File: src/design/sbg_pkg.sv
// sbg_pkg: shared types and constants of the scan bin gap filler
// request/result payloads, register decode, controller states, command/status groups
// no dependencies
package sbg_pkg;

	localparam logic [15:0] EMPTY_CODE = 16'hFFFF;
	localparam logic [15:0] MAX_STORED = 16'hFFFE;
	// x / 5 == (x * DIV5_MUL) >> DIV5_SHIFT, exact for x below 2**18
	localparam logic [15:0] DIV5_MUL   = 16'd52429;
	localparam int          DIV5_SHIFT = 18;
	localparam logic [15:0] DIST_ROUND = 16'd20;
	localparam logic [15:0] ANGLE_ROUND = 16'd32;
	localparam int          RUN_W      = 4;
	localparam logic [RUN_W-1:0] RUN_SAT = 4'd8;

	localparam int PADDR_W = 4;

	typedef enum logic [1:0] {
		REG_MIN_RANGE = 2'd0,
		REG_MAX_RANGE = 2'd1,
		REG_MAX_GAP   = 2'd2
	} sbg_reg_t;

	typedef struct packed {
		logic        req_type;
		logic [15:0] angle_q6;
		logic [15:0] distance_q2;
		logic [8:0]  read_index;
	} sbg_item_t;

	typedef struct packed {
		logic [15:0] bin_value;
		logic        bin_empty;
		logic        point_stored;
		logic [8:0]  bins_filled;
	} sbg_result_t;

	typedef struct packed {
		logic [13:0] min_range_mm;
		logic [13:0] max_range_mm;
		logic [2:0]  max_gap;
	} sbg_cfg_t;

	typedef enum logic [2:0] {
		ST_CLEAR,
		ST_IDLE,
		ST_READ,
		ST_POINT,
		ST_SCAN,
		ST_FILL,
		ST_RESP
	} sbg_state_t;

	typedef struct packed {
		logic latch;
		logic rd_issue;
		logic pt_wr;
		logic scan_start;
		logic scan_rd;
		logic fill_wr;
		logic clr_wr;
		logic load_out;
	} sbg_cmd_t;

	typedef struct packed {
		logic new_is_read;
		logic clear_done;
		logic fill_hit;
		logic fill_last;
		logic scan_done;
		logic out_free;
	} sbg_status_t;

endpackage

File: src/design/sbg_ctrl.sv
// sbg_ctrl: sequencer for clear, point write, bin walk with gap fill, read and response
// depends on sbg_pkg
module sbg_ctrl
	import sbg_pkg::*;
(
	input  logic        clk,
	input  logic        arst_n,
	input  logic        item_valid,
	output logic        item_ready,
	input  sbg_status_t st,
	output sbg_cmd_t    cmd
);

	sbg_state_t state_q, state_d;

	always_ff @(posedge clk or negedge arst_n) begin
		if (!arst_n) begin
			state_q <= ST_CLEAR;
		end else begin
			state_q <= state_d;
		end
	end

	always_comb begin
		state_d = state_q;
		case (state_q)
			ST_CLEAR: if (st.clear_done) state_d = ST_IDLE;
			ST_IDLE: begin
				if (item_valid) state_d = st.new_is_read ? ST_READ : ST_POINT;
			end
			ST_READ:  state_d = ST_RESP;
			ST_POINT: state_d = ST_SCAN;
			ST_SCAN: begin
				if (st.fill_hit) state_d = ST_FILL;
				else if (st.scan_done) state_d = ST_RESP;
			end
			ST_FILL:  if (st.fill_last) state_d = ST_SCAN;
			ST_RESP:  if (st.out_free) state_d = ST_IDLE;
			default:  state_d = ST_CLEAR;
		endcase
	end

	always_comb begin
		cmd        = '0;
		item_ready = 1'b0;
		case (state_q)
			ST_CLEAR: cmd.clr_wr = 1'b1;
			ST_IDLE: begin
				item_ready = 1'b1;
				cmd.latch  = item_valid;
			end
			ST_READ: cmd.rd_issue = 1'b1;
			ST_POINT: begin
				cmd.pt_wr      = 1'b1;
				cmd.scan_start = 1'b1;
			end
			// hold off the next read when a run to fill is found
			ST_SCAN:  cmd.scan_rd  = ~st.fill_hit;
			ST_FILL:  cmd.fill_wr  = 1'b1;
			ST_RESP:  cmd.load_out = st.out_free;
			default: ;
		endcase
	end

endmodule

File: config.mk
export PLATFORM = sky130hd
export DESIGN_NAME = sbg_ctrl
export DESIGN_NICKNAME = d
export VERILOG_FILES = /design/src/design/sbg_pkg.sv /design/src/design/sbg_ctrl.sv
export SDC_FILE = /design/constraint.sdc
export NUM_CORES = 1
export LEC_CHECK = 0
export ABC_CLOCK_PERIOD_IN_PS = 1800
export BUFFER_PORTS_ARGS = -buffer_cell sky130_fd_sc_hd__clkbuf_2
export CAP_MARGIN = 20
export CORE_AREA = 2 2 39 41
export CTS_CLUSTER_DIAMETER = 40
export DETAILED_ROUTE_END_ITERATION = 10
export DIE_AREA = 0 0 41 43
export GPL_TIMING_DRIVEN = 0
export SYNTH_ARGS = -nofsm -noshare
export SYNTH_HDL_FRONTEND = slang
export SYNTH_SLANG_ARGS = --single-unit
File: constraint.sdc
create_clock -name clk -period 1.8 [get_ports clk]
set_clock_uncertainty 0.2 [all_clocks]
set_input_delay 0 -clock clk [delete_from_list [all_inputs] [get_ports clk]]
set_output_delay 0 -clock clk [all_outputs]
set_load 0.005 [all_outputs]
==> results.toml <==
[critical_path]
critical_path_start_type = "flop"
critPathKind = "reg2out"
cp_data_required_time_ns = 1.60
timing.critical_path.to_type = "output pin"
critPathArrivalTime_ns = 1.27
crit_fanout = 7

[sta]
setup_violations = 0
maxClockFrequency_ghz = 0.679
slew_headroom = 0.844
timing.setup.tns_ns = 0
finalHoldViolations = 0
max_slew.worst_pin.slew_ns = 0.234
post-route-min-period_ns = 1.47
postLayoutSetupSlackWorst_ns = 0.328
timing_max_transition_violations_final = 0
grt_setup_unrepaired = "no"
hold-worst-slack_ns = 0.0201
final.period_utilization = 0.818

[global_route]
antenna_found_initial = 0
globalRouteTotalUtil = 0.0997
grt_pass1_vias = 312
grt_max_degree = 11
grt_remaining_overflow = 0
first_pass_grt_wire_length_um = 1150

[die]
ioPinCount = 18
row_count = 14
initial_core_util = 0.218
dieWidth_um = 41
die_area_sq_um = 1760
floorplan.core_area_sq_um = 1380
dieHeight_um = 43

[route]
first_iter_violations = 1
wl_per_cell_um = 9.86
route.vias.total = 333
detail_route.wirelength_um = 769
first_pass_iters = 3
remaining_drc_errors = 0
detail_route.vias_per_cell = 4.27
drtAntennaViolNets = 0

[min_path]
min_delay_worst_type = "in2reg"

[synthesis]
synth_nets = 45
postSynthCellCount = 36
ys_warn_count = 0
yosys_register_bits = 3
synth.yosys.seq_area_share = 0.249
synthesis.area_per_instance_sq_um = 8.38
post_synth_num_cell_types = 24
syn_area_sq_um = 302

[finish]
finish.utilization = 0.349
num_antenna_cells = 0
area_growth_pct = 60.2
reg_top3 = "state_q x3"
largest_reg_flops = 3
layout.nets = 72
fraction_of_final_layout_cells_sized_beyond_drive_strength_1 = 0.419
top_register = "state_q"
fillers = 148

[clock_tree]
postCtsSetupBuffers = 0
cts_num_sinks = 3
maximum_level_of_the_cts_h_tree = 1
worst_skew_pair.late_latency_ns = 0.23
cts_buffer_depth = 2
clk_pin_slew_ns = 0.04
cts_made_buffers = 3
clk_root_buffer_cell = "sky130_fd_sc_hd__clkbuf_4"
tritoncts = "done"

[pwr]
leakagePower_nw = 0.238
cellPowerDensity_nw_per_um2 = 1390
power_mw = 0.672
vdd_drop_max_mv = 0.689

[job]
max_capacitance_violation_total = 0

[placement]
port_buffers = 17
dp_slack_ns = 0.403
post_detail_place_hpwl_um = 553
globalplace.congestion = 0.774

[run_status]
run_status = "finished, final reports clean"
[layer usage]
| metal | up-vias | routed length, um | GRT usage | part of all wire |
|---|---|---|---|---|
| met2 | 4 | 415 | 0.131 | 0.54 |
| met5 | - | 0 | 0 | 0 |
| li1 | 177 | - | - | - |
| met1 | 152 | 341 | 0.127 | 0.44 |
| met4 | 0 | 0 | 0.0800 | 0 |
| met3 | 0 | 12 | 0.0314 | 0.016 |
[cells by family (layout without fill, tap and decap cells)]
kind of cell	after synthesis	in the layout	share of synthesized area
and+or+nand+nor	17	17	0.336
muxes	1	1	0.0332
DFF	3	3	0.249
buffers and inverters	5	31	0.178
AOI/OAI and AO/OA	10	10	0.203
[cell usage in the layout, fill, tap and decap left out, drive strengths merged]
cell,n
clkbuf,21
dlygate4sd3,5
nor2,4
a21oi,4
buf,4
dfrtp,3
nand2b,3
nor3,2
o211ai,2
or2b,1
inv,1
and3,1
and2,1
nand2,1
o21a,1
mux2i,1
nor4,1
a31oi,1
o21ai,1
or3,1
nand3b,1
nand4bb,1
a21o,1
[through the flow]
stage	instance area, sq um	std cells
2_1_floorplan	302	36
3_3_place_gp	407	69
3_5_place_dp	407	69
4_1_cts	483	78
5_1_grt	483	78
6_report	483	78
[power by group]
part	leakage, nW	switching [mW]	internal (mW)
Sequential	0.0356	0.0433	0.0996
Clock	0.0150	0.0331	0.0830
Combinational	0.187	0.186	0.227
[timing repair]
item / CTS / global route
hold buffers: 5 / 0
gates resized for setup: 0 / 0
endpoints found under the hold margin: 6 / 0
[final timing paths]
path | start | endpoint | slack (ns) | cells past startpoint
max in group asynchronous | arst_n | state_q[0]$_DFFE_PN0P_ | 0.80 | 3
worst max-delay path | state_q[2]$_DFFE_PN0P_ | cmd[5] | 0.33 | 4
min in group asynchronous | arst_n | state_q[1]$_DFFE_PN0P_ | 0.45 | 3
worst min register to register | state_q[1]$_DFFE_PN0P_ | state_q[0]$_DFFE_PN0P_ | 0.48 | 3
worst min-delay path | st[1] | state_q[1]$_DFFE_PN0P_ | 0.02 | 4
worst max register to register | state_q[1]$_DFFE_PN0P_ | state_q[1]$_DFFE_PN0P_ | 0.40 | 4
[critical path, cell delays in order (launching register included)]
cell,delay (ns)
sky130_fd_sc_hd__dfrtp_1,0.45
sky130_fd_sc_hd__nand2b_2,0.23
sky130_fd_sc_hd__nor2_1,0.14
sky130_fd_sc_hd__buf_4,0.13
sky130_fd_sc_hd__clkbuf_2,0.10
[Yosys cell counts (all sizes together)]
cell | count | share of area
a21oi | 4 | 0.066
buf | 4 | 0.17
nor2 | 4 | 0.050
dfrtp | 3 | 0.25
nand2b | 3 | 0.071
nor3 | 2 | 0.033
o211ai | 2 | 0.050
a21o | 1 | 0.025
a31oi | 1 | 0.021
and2 | 1 | 0.021
and3 | 1 | 0.021
inv | 1 | 0.012
mux2i | 1 | 0.033
nand2 | 1 | 0.012
nand3b | 1 | 0.025
nand4bb | 1 | 0.037
nor4 | 1 | 0.021
o21a | 1 | 0.025
o21ai | 1 | 0.017
or2b | 1 | 0.025
or3 | 1 | 0.021
[layout make-up]
cell class | instances | area [sq um] | share of cell area
clock buffers | 4 | 26.3 | 0.0544
inverters | 1 | 3.75 | 0.00777
multi-input cells | 28 | 173 | 0.358
well taps | 16 | 20.0 | 0.0415
repair buffers | 22 | 135 | 0.280
flip-flops and latches | 3 | 75.1 | 0.155
plain buffers | 4 | 50.0 | 0.104
(Power assumes the default switching activity.)
