`config.mk`:
```
export PLATFORM = sky130hd
export DESIGN_NAME = sbg_cfg_regs
export DESIGN_NICKNAME = d
export VERILOG_FILES = /design/src/design/sbg_pkg.sv /design/src/design/sbg_cfg_regs.sv
export SDC_FILE = /design/constraint.sdc
export NUM_CORES = 1
export LEC_CHECK = 0
export ABC_CLOCK_PERIOD_IN_PS = 1570
export BUFFER_PORTS_ARGS = -buffer_cell sky130_fd_sc_hd__buf_4
export CORE_UTILIZATION = 45
export CTS_CLUSTER_SIZE = 8
export DETAILED_ROUTE_END_ITERATION = 8
export HOLD_SLACK_MARGIN = 0.12
export PLACE_DENSITY = 0.94
export SLEW_MARGIN = 5
export SYNTH_ARGS = -nofsm -noshare
export SYNTH_HDL_FRONTEND = slang
export SYNTH_SLANG_ARGS = --single-unit
```
`constraint.sdc`:
```
create_clock -name clk -period 1.57 [get_ports clk]
set_input_delay 0.0785 -clock clk [delete_from_list [all_inputs] [get_ports clk]]
set_output_delay 0.0785 -clock clk [all_outputs]
set_load 0.01 [all_outputs]
```
`src/design/sbg_pkg.sv`:
```
// sbg_pkg: shared types and constants of the scan bin gap filler
// request/result payloads, register decode, controller states, command/status groups
// no dependencies
package sbg_pkg;

	localparam logic [15:0] EMPTY_CODE = 16'hFFFF;
	localparam logic [15:0] MAX_STORED = 16'hFFFE;
	// x / 5 == (x * DIV5_MUL) >> DIV5_SHIFT, exact for x below 2**18
	localparam logic [15:0] DIV5_MUL   = 16'd52429;
	localparam int          DIV5_SHIFT = 18;
	localparam logic [15:0] DIST_ROUND = 16'd20;
	localparam logic [15:0] ANGLE_ROUND = 16'd32;
	localparam int          RUN_W      = 4;
	localparam logic [RUN_W-1:0] RUN_SAT = 4'd8;

	localparam int PADDR_W = 4;

	typedef enum logic [1:0] {
		REG_MIN_RANGE = 2'd0,
		REG_MAX_RANGE = 2'd1,
		REG_MAX_GAP   = 2'd2
	} sbg_reg_t;

	typedef struct packed {
		logic        req_type;
		logic [15:0] angle_q6;
		logic [15:0] distance_q2;
		logic [8:0]  read_index;
	} sbg_item_t;

	typedef struct packed {
		logic [15:0] bin_value;
		logic        bin_empty;
		logic        point_stored;
		logic [8:0]  bins_filled;
	} sbg_result_t;

	typedef struct packed {
		logic [13:0] min_range_mm;
		logic [13:0] max_range_mm;
		logic [2:0]  max_gap;
	} sbg_cfg_t;

	typedef enum logic [2:0] {
		ST_CLEAR,
		ST_IDLE,
		ST_READ,
		ST_POINT,
		ST_SCAN,
		ST_FILL,
		ST_RESP
	} sbg_state_t;

	typedef struct packed {
		logic latch;
		logic rd_issue;
		logic pt_wr;
		logic scan_start;
		logic scan_rd;
		logic fill_wr;
		logic clr_wr;
		logic load_out;
	} sbg_cmd_t;

	typedef struct packed {
		logic new_is_read;
		logic clear_done;
		logic fill_hit;
		logic fill_last;
		logic scan_done;
		logic out_free;
	} sbg_status_t;

endpackage

```
`src/design/sbg_cfg_regs.sv`:
```
// sbg_cfg_regs: APB register file for range limits and longest fillable gap
// depends on sbg_pkg
module sbg_cfg_regs
	import sbg_pkg::*;
(
	input  logic               clk,
	input  logic               arst_n,
	input  logic               psel,
	input  logic               penable,
	input  logic               pwrite,
	input  logic [PADDR_W-1:0] paddr,
	input  logic [31:0]        pwdata,
	output logic [31:0]        prdata,
	output logic               pready,
	output sbg_cfg_t           cfg
);

	sbg_cfg_t cfg_q;
	logic     wr_en;
	sbg_reg_t reg_sel;

	assign pready  = 1'b1;
	assign wr_en   = psel & penable & pwrite;
	assign reg_sel = sbg_reg_t'(paddr[3:2]);

	always_ff @(posedge clk or negedge arst_n) begin
		if (!arst_n) begin
			cfg_q.min_range_mm <= 14'd150;
			cfg_q.max_range_mm <= 14'd6000;
			cfg_q.max_gap      <= 3'd3;
		end else if (wr_en) begin
			case (reg_sel)
				REG_MIN_RANGE: cfg_q.min_range_mm <= pwdata[13:0];
				REG_MAX_RANGE: cfg_q.max_range_mm <= pwdata[13:0];
				REG_MAX_GAP:   cfg_q.max_gap      <= pwdata[2:0];
				default: ;
			endcase
		end
	end

	always_comb begin
		case (reg_sel)
			REG_MIN_RANGE: prdata = {18'd0, cfg_q.min_range_mm};
			REG_MAX_RANGE: prdata = {18'd0, cfg_q.max_range_mm};
			REG_MAX_GAP:   prdata = {29'd0, cfg_q.max_gap};
			default:       prdata = 32'd0;
		endcase
	end

	assign cfg = cfg_q;

endmodule

```
==> results of run 1 <==
==> stage by stage <==
step	total power (uW)	setup slack, ns	hold WS, ns
after global placement	2100	0.205	0.0254
final	2800	0.203	0.201
after global routing	2960	0.134	0.223
after floorplan	1670	0.307	-0.217
after detailed placement	2130	0.215	0.0272
after CTS	2820	0.187	0.201
==> routing by layer <==
layer  global-route usage  up-vias  routed length [um]
met4               0.0667        0                  41
met1                0.209      585                1410
li1                     -      556                   -
met3               0.0663        6                 216
met5                    0        -                   0
met2                0.331       51                1810
==> power by group <==
part | switching (uW) | internal (uW)
Clock | 277 | 376
Sequential | 149 | 1040
Combinational | 378 | 572
Total | 804 | 1990
==> final timing paths <==
| kind | from | endpoint | slack (ns) |
|---|---|---|---|
| min in group clk | paddr[2] | cfg[1] | 0.33 |
| max in group asynchronous | arst_n | cfg[8] | 1.05 |
| setup reg to reg | cfg[27] | cfg[27] | 0.78 |
| hold reg to reg | cfg[4] | cfg[4] | 0.54 |
| hold / removal | arst_n | cfg[23] | 0.20 |
| setup / recovery | cfg[19] | prdata[2] | 0.20 |
==> critical path, cell delays in order (launching register included) <==
cell and delay, ns:
dfstp_2 0.55, mux2i_1 0.06, o21ai_0 0.19, buf_4 0.16
==> cell usage in the layout (no fill, tap or decap) <==
cell	n
mux2i_1	14
mux2_2	21
nor2b_1	1
nand2_1	3
clkinv_2	1
nor3_2	1
clkbuf_4	5
nand3_1	1
nor3b_1	1
clkbuf_8	1
or3b_1	1
mux2_4	10
buf_4	71
dfrtp_1	18
nor2_1	11
o21ai_0	3
conb_1	19
bufinv_16	1
dlygate4sd3_1	15
dfstp_2	13
==> area by class of cell <==
type,count,area share
Clock buffer,6,0.0221
Clock inverter,2,0.0151
Multi-Input combinational cell,86,0.303
Sequential cell,31,0.341
Tap cell,46,0.0248
Timing Repair Buffer,86,0.294
==> logic make-up after synthesis <==
family | share of synthesized area
DFF | 0.489
other | 0.00463
AOI/OAI and AO/OA | 0.00926
and+or+nand+nor | 0.0556
muxes | 0.325
buffers and inverters | 0.117
==> timing repair <==
| item | CTS | global route |
|---|---|---|
| resized for setup | 0 | 0 |
| hold buffers | 15 | 0 |
| buffers inserted | 0 | 0 |
| hold endpoints to repair | 62 | 0 |
==> results.json, run 1 <==
{
  "crit_path_end_kind": "output pin",
  "dpl_cell_area_sq_mm": 0.00209,
  "peakVddDrop_mv": 0.789,
  "worstHoldPathType": "in2async",
  "synth_edf_count": 0,
  "via_count": 1198,
  "clockRootBuffer": "clkbuf_4",
  "finClkSkew_ns": 0,
  "crit_fanout": 3,
  "hold_violations": 0,
  "netlist_area_sq_mm": 0.00162,
  "antenna_cells": 0,
  "tightest_slew_ns": 0.532,
  "fp.dieArea_sq_mm": 0.00384,
  "status": "finished, final reports clean",
  "nFillCells": 267,
  "start_util": 0.478,
  "ys.flop_type": "dfrtp_1",
  "drc": 0,
  "dieHeight_um": 62.0,
  "syn_inst": 126,
  "netlist_top_cells_count": "mux2_2, buf_4, dfrtp_1",
  "grt-ovfl-total": 0,
  "grt_pass1_wl_mm": 5.04,
  "fin_util": 0.685,
  "period_share": 0.871,
  "ys_seq_area_frac": 0.489,
  "drt_iter0_markers": 25,
  "via_per_inst": 4.66,
  "register_area_sq_um": 792,
  "syn_to_final_growth_pct": 43.3,
  "cp-start-kind": "flop",
  "synthMostInstantiatedCell": "mux2_2",
  "fmax_mhz": 732,
  "htreeDepth": 2,
  "multiInputGateArea_sq_um": 703,
  "yosys-top-cells-area": "dfrtp_1, dfstp_2, mux2_2, mux2_4, buf_4",
  "p_per_area_mw_per_mm2": 1200,
  "dpl.cell_count": 234,
  "postRouteAntennaNets": 0,
  "row_count": 21,
  "synth-async-reset-ratio": 1.00,
  "io_buffer_count": 65,
  "place_hpwl_mm": 2.42,
  "layout.cells.non_filler": 257,
  "largest_reg_flops": 31,
  "max_cap_violations": 0,
  "clockBufferDepth": 2,
  "cp.arrival_ns": 1.29,
  "synth_top_area_share": 0.278,
  "gp_congestion": 0.700,
  "grt_pass1_vias": 1090,
  "dieWidth_um": 62.0,
  "relSlewSlack": 0.645,
  "antenna_found_initial": 0,
  "dr.pass1.iters": 4,
  "slew_violations": 0,
  "wirelength_mm": 3.47,
  "cts_buffers": 5,
  "reg2regPathDepth": 1,
  "grt_usage": 0.188,
  "layout-drive-gt1-share": 0.588,
  "ios": 105,
  "fin_setup_tns_ns": 0,
  "ys_types": 18,
  "worstPathRequired_ns": 1.49,
  "synth.avg_cell_area_sq_um": 12.9,
  "core_area_sq_mm": 0.00339,
  "fin_crit_ns": 1.37,
  "finalSetupViolCount": 0,
  "power_leakage_uw": 0.00118,
  "cts_sinks": 31,
  "fin_area_sq_mm": 0.00232,
  "cts_tree": "done",
  "grt_max_degree": 32,
  "ys_ff_latch": 31,
  "clk_pin_slew_ns": 0.10,
  "grt_setup_unrepaired": "no",
  "crit_type": "reg2out",
  "fin_nets": 251,
  "yosys_warnings": 0,
  "clk_latency_ns": 0.33,
  "wl_per_cell_um": 13.5,
  "synth_largest_area_cell": "dfrtp_1"
}
(Power assumes the default switching activity.)
==> run 2: changes to the inputs <==
Settings changed: ABC_CLOCK_PERIOD_IN_PS 1570 to 1400, CAP_MARGIN set to 20, CORE_UTILIZATION 45 to 42, PLACE_DENSITY 0.94 to 0.89.
Clock period 1.57 ns to 1.4 ns, I/O delays scaled along.
==> run 2 against run 1 <==
Wire length rose by 0.84%. Setup slack got worse by 0.081 ns. Clock-buffer cell count rose by 1. Highest routed layer unchanged. Power rose by 10%. Critical path type unchanged. Critical path depth did not move.
==> results.json, run 2 (synthesis gave the netlist of run 1 again) <==
{
  "syn_to_final_growth_pct": 44.6,
  "grt_pass1_wl_mm": 5.42,
  "via_count": 1186,
  "slowest_stage": "dfstp_2",
  "p_int_uw": 2170,
  "layout-drive-gt1-share": 0.584,
  "power_leakage_uw": 0.00119,
  "via_per_inst": 4.53,
  "clk_latency_ns": 0.29,
  "crit_buf_inv": 1,
  "gp_congestion": 0.707,
  "row_count": 22,
  "swShare": 0.296,
  "crit_type": "reg2out",
  "grt_use_met2": 0.309,
  "htreeDepth": 2,
  "io_buffer_count": 65,
  "fin_nets": 254,
  "dieWidth_um": 64.1,
  "dpl_cell_area_sq_mm": 0.00211,
  "grt_pass1_vias": 1131,
  "seq_power_share": 0.434,
  "netSwitchingPower_uw": 909,
  "place_hpwl_mm": 2.46,
  "max_cap_violations": 0,
  "fin_area_sq_mm": 0.00234,
  "ios": 105,
  "finalSetupViolCount": 0,
  "wirelength_mm": 3.50,
  "clockRootBuffer": "clkbuf_8",
  "cts_sinks": 31,
  "antenna_cells": 0,
  "drc": 0,
  "cp.arrival_ns": 1.21,
  "final_common_cell": "buf_4",
  "clockBufferDepth": 2,
  "wl_per_cell_um": 13.4,
  "fp.dieArea_sq_mm": 0.00411,
  "fin_crit_ns": 1.28,
  "final_cell_mix": "buf_4, mux2_2, conb_1, dfrtp_1, dlygate4sd3_1",
  "fin_setup_tns_ns": 0,
  "clk_pin_slew_ns": 0.06,
  "p_total_uw": 3080,
  "grt-ovfl-total": 0,
  "grt_usage": 0.183,
  "grt_setup_unrepaired": "no",
  "antenna_found_initial": 0,
  "slew_violations": 0,
  "peakVddDrop_mv": 0.862,
  "layout.cells.non_filler": 262,
  "critical_path.top_delay_family": "flip-flops",
  "finClkSkew_ns": 0,
  "crit_chain": "mux2i_1, o21ai_0, buf_4",
  "hold_violations": 0,
  "postRouteAntennaNets": 0,
  "dieHeight_um": 64.1,
  "drt_iter0_markers": 24,
  "start_util": 0.439,
  "crit_path_end_kind": "output pin",
  "cts_tree": "done",
  "fmax_mhz": 782,
  "dpl.cell_count": 239,
  "largest_reg_flops": 31,
  "critPathMaxStageDelay_ns": 0.54,
  "busiest_layer": "met2",
  "p_clk_frac": 0.217,
  "use_met1": 0.207,
  "worstHoldPathType": "in2async",
  "cp-start-kind": "flop",
  "grt_max_degree": 32,
  "core_area_sq_mm": 0.00369,
  "dr.pass1.iters": 3,
  "status": "finished, final reports clean",
  "worstPathRequired_ns": 1.33,
  "postCtsSetupBuffers": 0,
  "period_share": 0.913,
  "p_per_area_mw_per_mm2": 1310,
  "use_met3": 0.0536,
  "crit_fanout": 3,
  "cts_buffers": 5,
  "p_comb_frac": 0.349
}
## run 2: cell types whose count changed in the layout (fill, tap and decap cells not counted), sizes merged
| cell | previous run | this run |
|---|---|---|
| buf | 71 | 74 |
| clkbuf | 6 | 7 |
| bufinv | 1 | 0 |
## run 2: repair_timing
action,CTS,global route
hold buffers,15,0
gates resized for setup,0,0
endpoints found under the hold margin,62,0
## run 2: area by class of cell
class / count / area, sq um
clock buffers: 7 / 76.3
clock inverters: 1 / 5.00
fillers: 315 / 1350
multi-input cells: 86 / 703
flip-flops and latches: 31 / 792
well taps: 48 / 60.1
repair buffers: 89 / 706
## run 2: stage by stage
step                hold slack, ns  worst slack (ns)  utilization
CTS                          0.252            0.0914        0.635
floorplan                   -0.226             0.146            -
global route                 0.288            0.0622        0.635
detailed placement          0.0218             0.107        0.572
global placement            0.0164             0.105        0.572
finish                       0.250             0.122        0.635
## run 2: power by group through the flow
stage	Combinational (uW)	Clock [uW]	Sequential, uW
after floorplan	444	0	1430
after global placement	1020	0	1340
after CTS	1080	696	1340
after detailed placement	1040	0	1350
after global routing	1150	726	1370
final	1070	666	1340
## run 2: worst paths after layout
kind / from / end / slack (ns) / cells after the start
max: cfg[18] / prdata[1] / 0.12 / 3
min: arst_n / cfg[6] / 0.25 / 2
max reg2reg: cfg[30] / cfg[30] / 0.62 / 1
min reg2reg: cfg[20] / cfg[20] / 0.53 / 1
max in group asynchronous: arst_n / cfg[15] / 0.83 / 2
min in group clk: paddr[2] / cfg[22] / 0.30 / 4
## run 2: per-layer routing
metal	vias to the layer above	wire, um	share of wire
met2	51	1780	0.51
met4	0	70	0.020
met3	8	240	0.069
met1	566	1410	0.40
li1	561	-	-
met5	-	0	0
==> run 3: changes to the inputs <==
Settings changed: RECOVER_POWER set to 25, SETUP_SLACK_MARGIN set to 0.3.
==> run 3 against run 2 <==
Wire length increased by 14%. Power increased by 10%. First-iteration DRC count decreased by 8.3%. Maximum frequency increased by 3.7%. Clock power decreased by 1%. Cell area increased by 9.1%. Critical path type unchanged. Largest power group is now combinational logic. Highest routed layer unchanged.
==> results.json, run 3 (synthesis gave the netlist of run 1 again) <==
{
  "status": "finished, final reports clean",
  "row_count": 22,
  "clk_latency_ns": 0.27,
  "fp.dieArea_sq_mm": 0.00411,
  "cts_tree": "done",
  "critPathMaxStageDelay_ns": 0.53,
  "cts_buffers": 5,
  "cts_sinks": 31,
  "swShare": 0.292,
  "grt_setup_unrepaired": "yes",
  "p_comb_frac": 0.412,
  "peakVddDrop_mv": 0.794,
  "grt_max_degree": 32,
  "core_area_sq_mm": 0.00369,
  "p_int_uw": 2400,
  "crit_path_end_kind": "output pin",
  "finalSetupViolCount": 0,
  "crit_buf_inv": 1,
  "postRouteAntennaNets": 0,
  "max_cap_violations": 0,
  "cp.arrival_ns": 1.16,
  "gp_congestion": 0.626,
  "clk_pin_slew_ns": 0.06,
  "layout.cells.non_filler": 279,
  "grt_pass1_vias": 1286,
  "grt_pass1_wl_mm": 6.21,
  "dieWidth_um": 64.1,
  "via_count": 1273,
  "dieHeight_um": 64.1,
  "grt-ovfl-total": 0,
  "clockBufferDepth": 2,
  "wirelength_mm": 4.01,
  "worstPathRequired_ns": 1.33,
  "fin_setup_tns_ns": 0,
  "cp-start-kind": "flop",
  "worstHoldPathType": "in2reg",
  "netSwitchingPower_uw": 988,
  "seq_power_share": 0.393,
  "p_clk_frac": 0.195,
  "final_cell_mix": "buf_4, mux2_2, buf_6, conb_1, dfrtp_1",
  "relSlewSlack": 0.494,
  "crit_chain": "mux2i_1, o21ai_1, buf_4",
  "dpl.cell_count": 237,
  "place_hpwl_mm": 2.48,
  "slowest_stage": "dfstp_2",
  "hold_violations": 0,
  "largest_reg_flops": 31,
  "antenna_cells": 0,
  "slew_violations": 0,
  "final_common_cell": "buf_4",
  "drt_iter0_markers": 22,
  "tightest_slew_ns": 0.760,
  "grt_usage": 0.202,
  "clockRootBuffer": "clkbuf_8",
  "crit_fanout": 2,
  "layout-drive-gt1-share": 0.615,
  "critical_path.top_delay_family": "flip-flops",
  "crit_type": "reg2out",
  "power_leakage_uw": 0.00130,
  "htreeDepth": 2,
  "syn_to_final_growth_pct": 57.7,
  "p_per_area_mw_per_mm2": 1330,
  "drc": 0,
  "fin_crit_ns": 1.23,
  "ios": 105,
  "start_util": 0.439,
  "io_buffer_count": 65,
  "period_share": 0.881,
  "fin_nets": 271,
  "wl_per_cell_um": 14.4,
  "via_per_inst": 4.56,
  "finClkSkew_ns": 0,
  "fmax_mhz": 811,
  "dr.pass1.iters": 3,
  "antenna_found_initial": 0
}
-- run 3: changes by cell type in the layout (fill, tap and decap cells not counted) --
| cell | before | now |
|---|---|---|
| clkbuf_2 | 0 | 1 |
| buf_6 | 0 | 20 |
| buf_12 | 0 | 1 |
| o21ai_0 | 3 | 0 |
| o21ai_1 | 0 | 3 |
| buf_4 | 74 | 69 |
-- run 3: layout make-up --
type | count | area (sq um)
Tap cell | 48 | 60.1
Sequential cell | 31 | 792
Timing Repair Buffer | 106 | 918
Fill cell | 290 | 1130
Multi-Input combinational cell | 86 | 703
Clock buffer | 7 | 76.3
Clock inverter | 1 | 5.00
-- run 3: timing repair --
item / CTS / global route
setup buffers: 12 / 7
pin swaps: 3 / 4
gates resized for setup: 3 / 20
hold buffers: 15 / 0
setup endpoints to repair: 11 / 26
endpoints found under the hold margin: 62 / 0
-- run 3: through the flow --
| stage | power (uW) | util | setup slack (ns) | area, sq um | hold slack (ns) |
|---|---|---|---|---|---|
| floorplan | 1880 | - | 0.159 | 1710 | -0.226 |
| global placement | 2360 | 0.572 | 0.137 | 2110 | 0.0181 |
| detailed placement | 2400 | 0.572 | 0.137 | 2110 | 0.0214 |
| CTS | 3220 | 0.659 | 0.146 | 2430 | 0.272 |
| global route | 3590 | 0.693 | 0.0990 | 2550 | 0.398 |
| finish | 3390 | 0.693 | 0.167 | 2550 | 0.386 |
-- run 3: worst min-delay path, stage by stage --
cell and delay [ns]:
buf_4 0.12, nor3_2 0.06, buf_4 0.16, mux2_2 0.22
-- run 3: path summary, 6_finish.rpt --
check                      cells after the start     start         to  slack [ns]
setup / recovery                               3   cfg[19]  prdata[2]        0.17
hold / removal                                 4  paddr[3]    cfg[29]        0.39
setup reg to reg                               3   cfg[19]    cfg[19]        0.47
hold reg to reg                                1   cfg[17]    cfg[17]        0.53
max in group asynchronous                      2    arst_n     cfg[3]        0.52
min in group asynchronous                      2    arst_n    cfg[22]        0.40
-- run 3: power by group through the flow --
| stage | Combinational, uW | Clock, uW | Sequential [uW] |
|---|---|---|---|
| after global routing | 1490 | 738 | 1370 |
| after detailed placement | 1040 | 0 | 1360 |
| after global placement | 1010 | 0 | 1350 |
| final | 1390 | 659 | 1330 |
| after floorplan | 449 | 0 | 1430 |
| after CTS | 1230 | 683 | 1310 |
-- run 3: per-layer routing --
layer | up-vias | GRT usage | wire length, um
met5 | - | 0 | 0
met4 | 0 | 0.0500 | 46
met3 | 4 | 0.0429 | 112
met2 | 40 | 0.380 | 2320
met1 | 632 | 0.231 | 1530
li1 | 597 | - | -
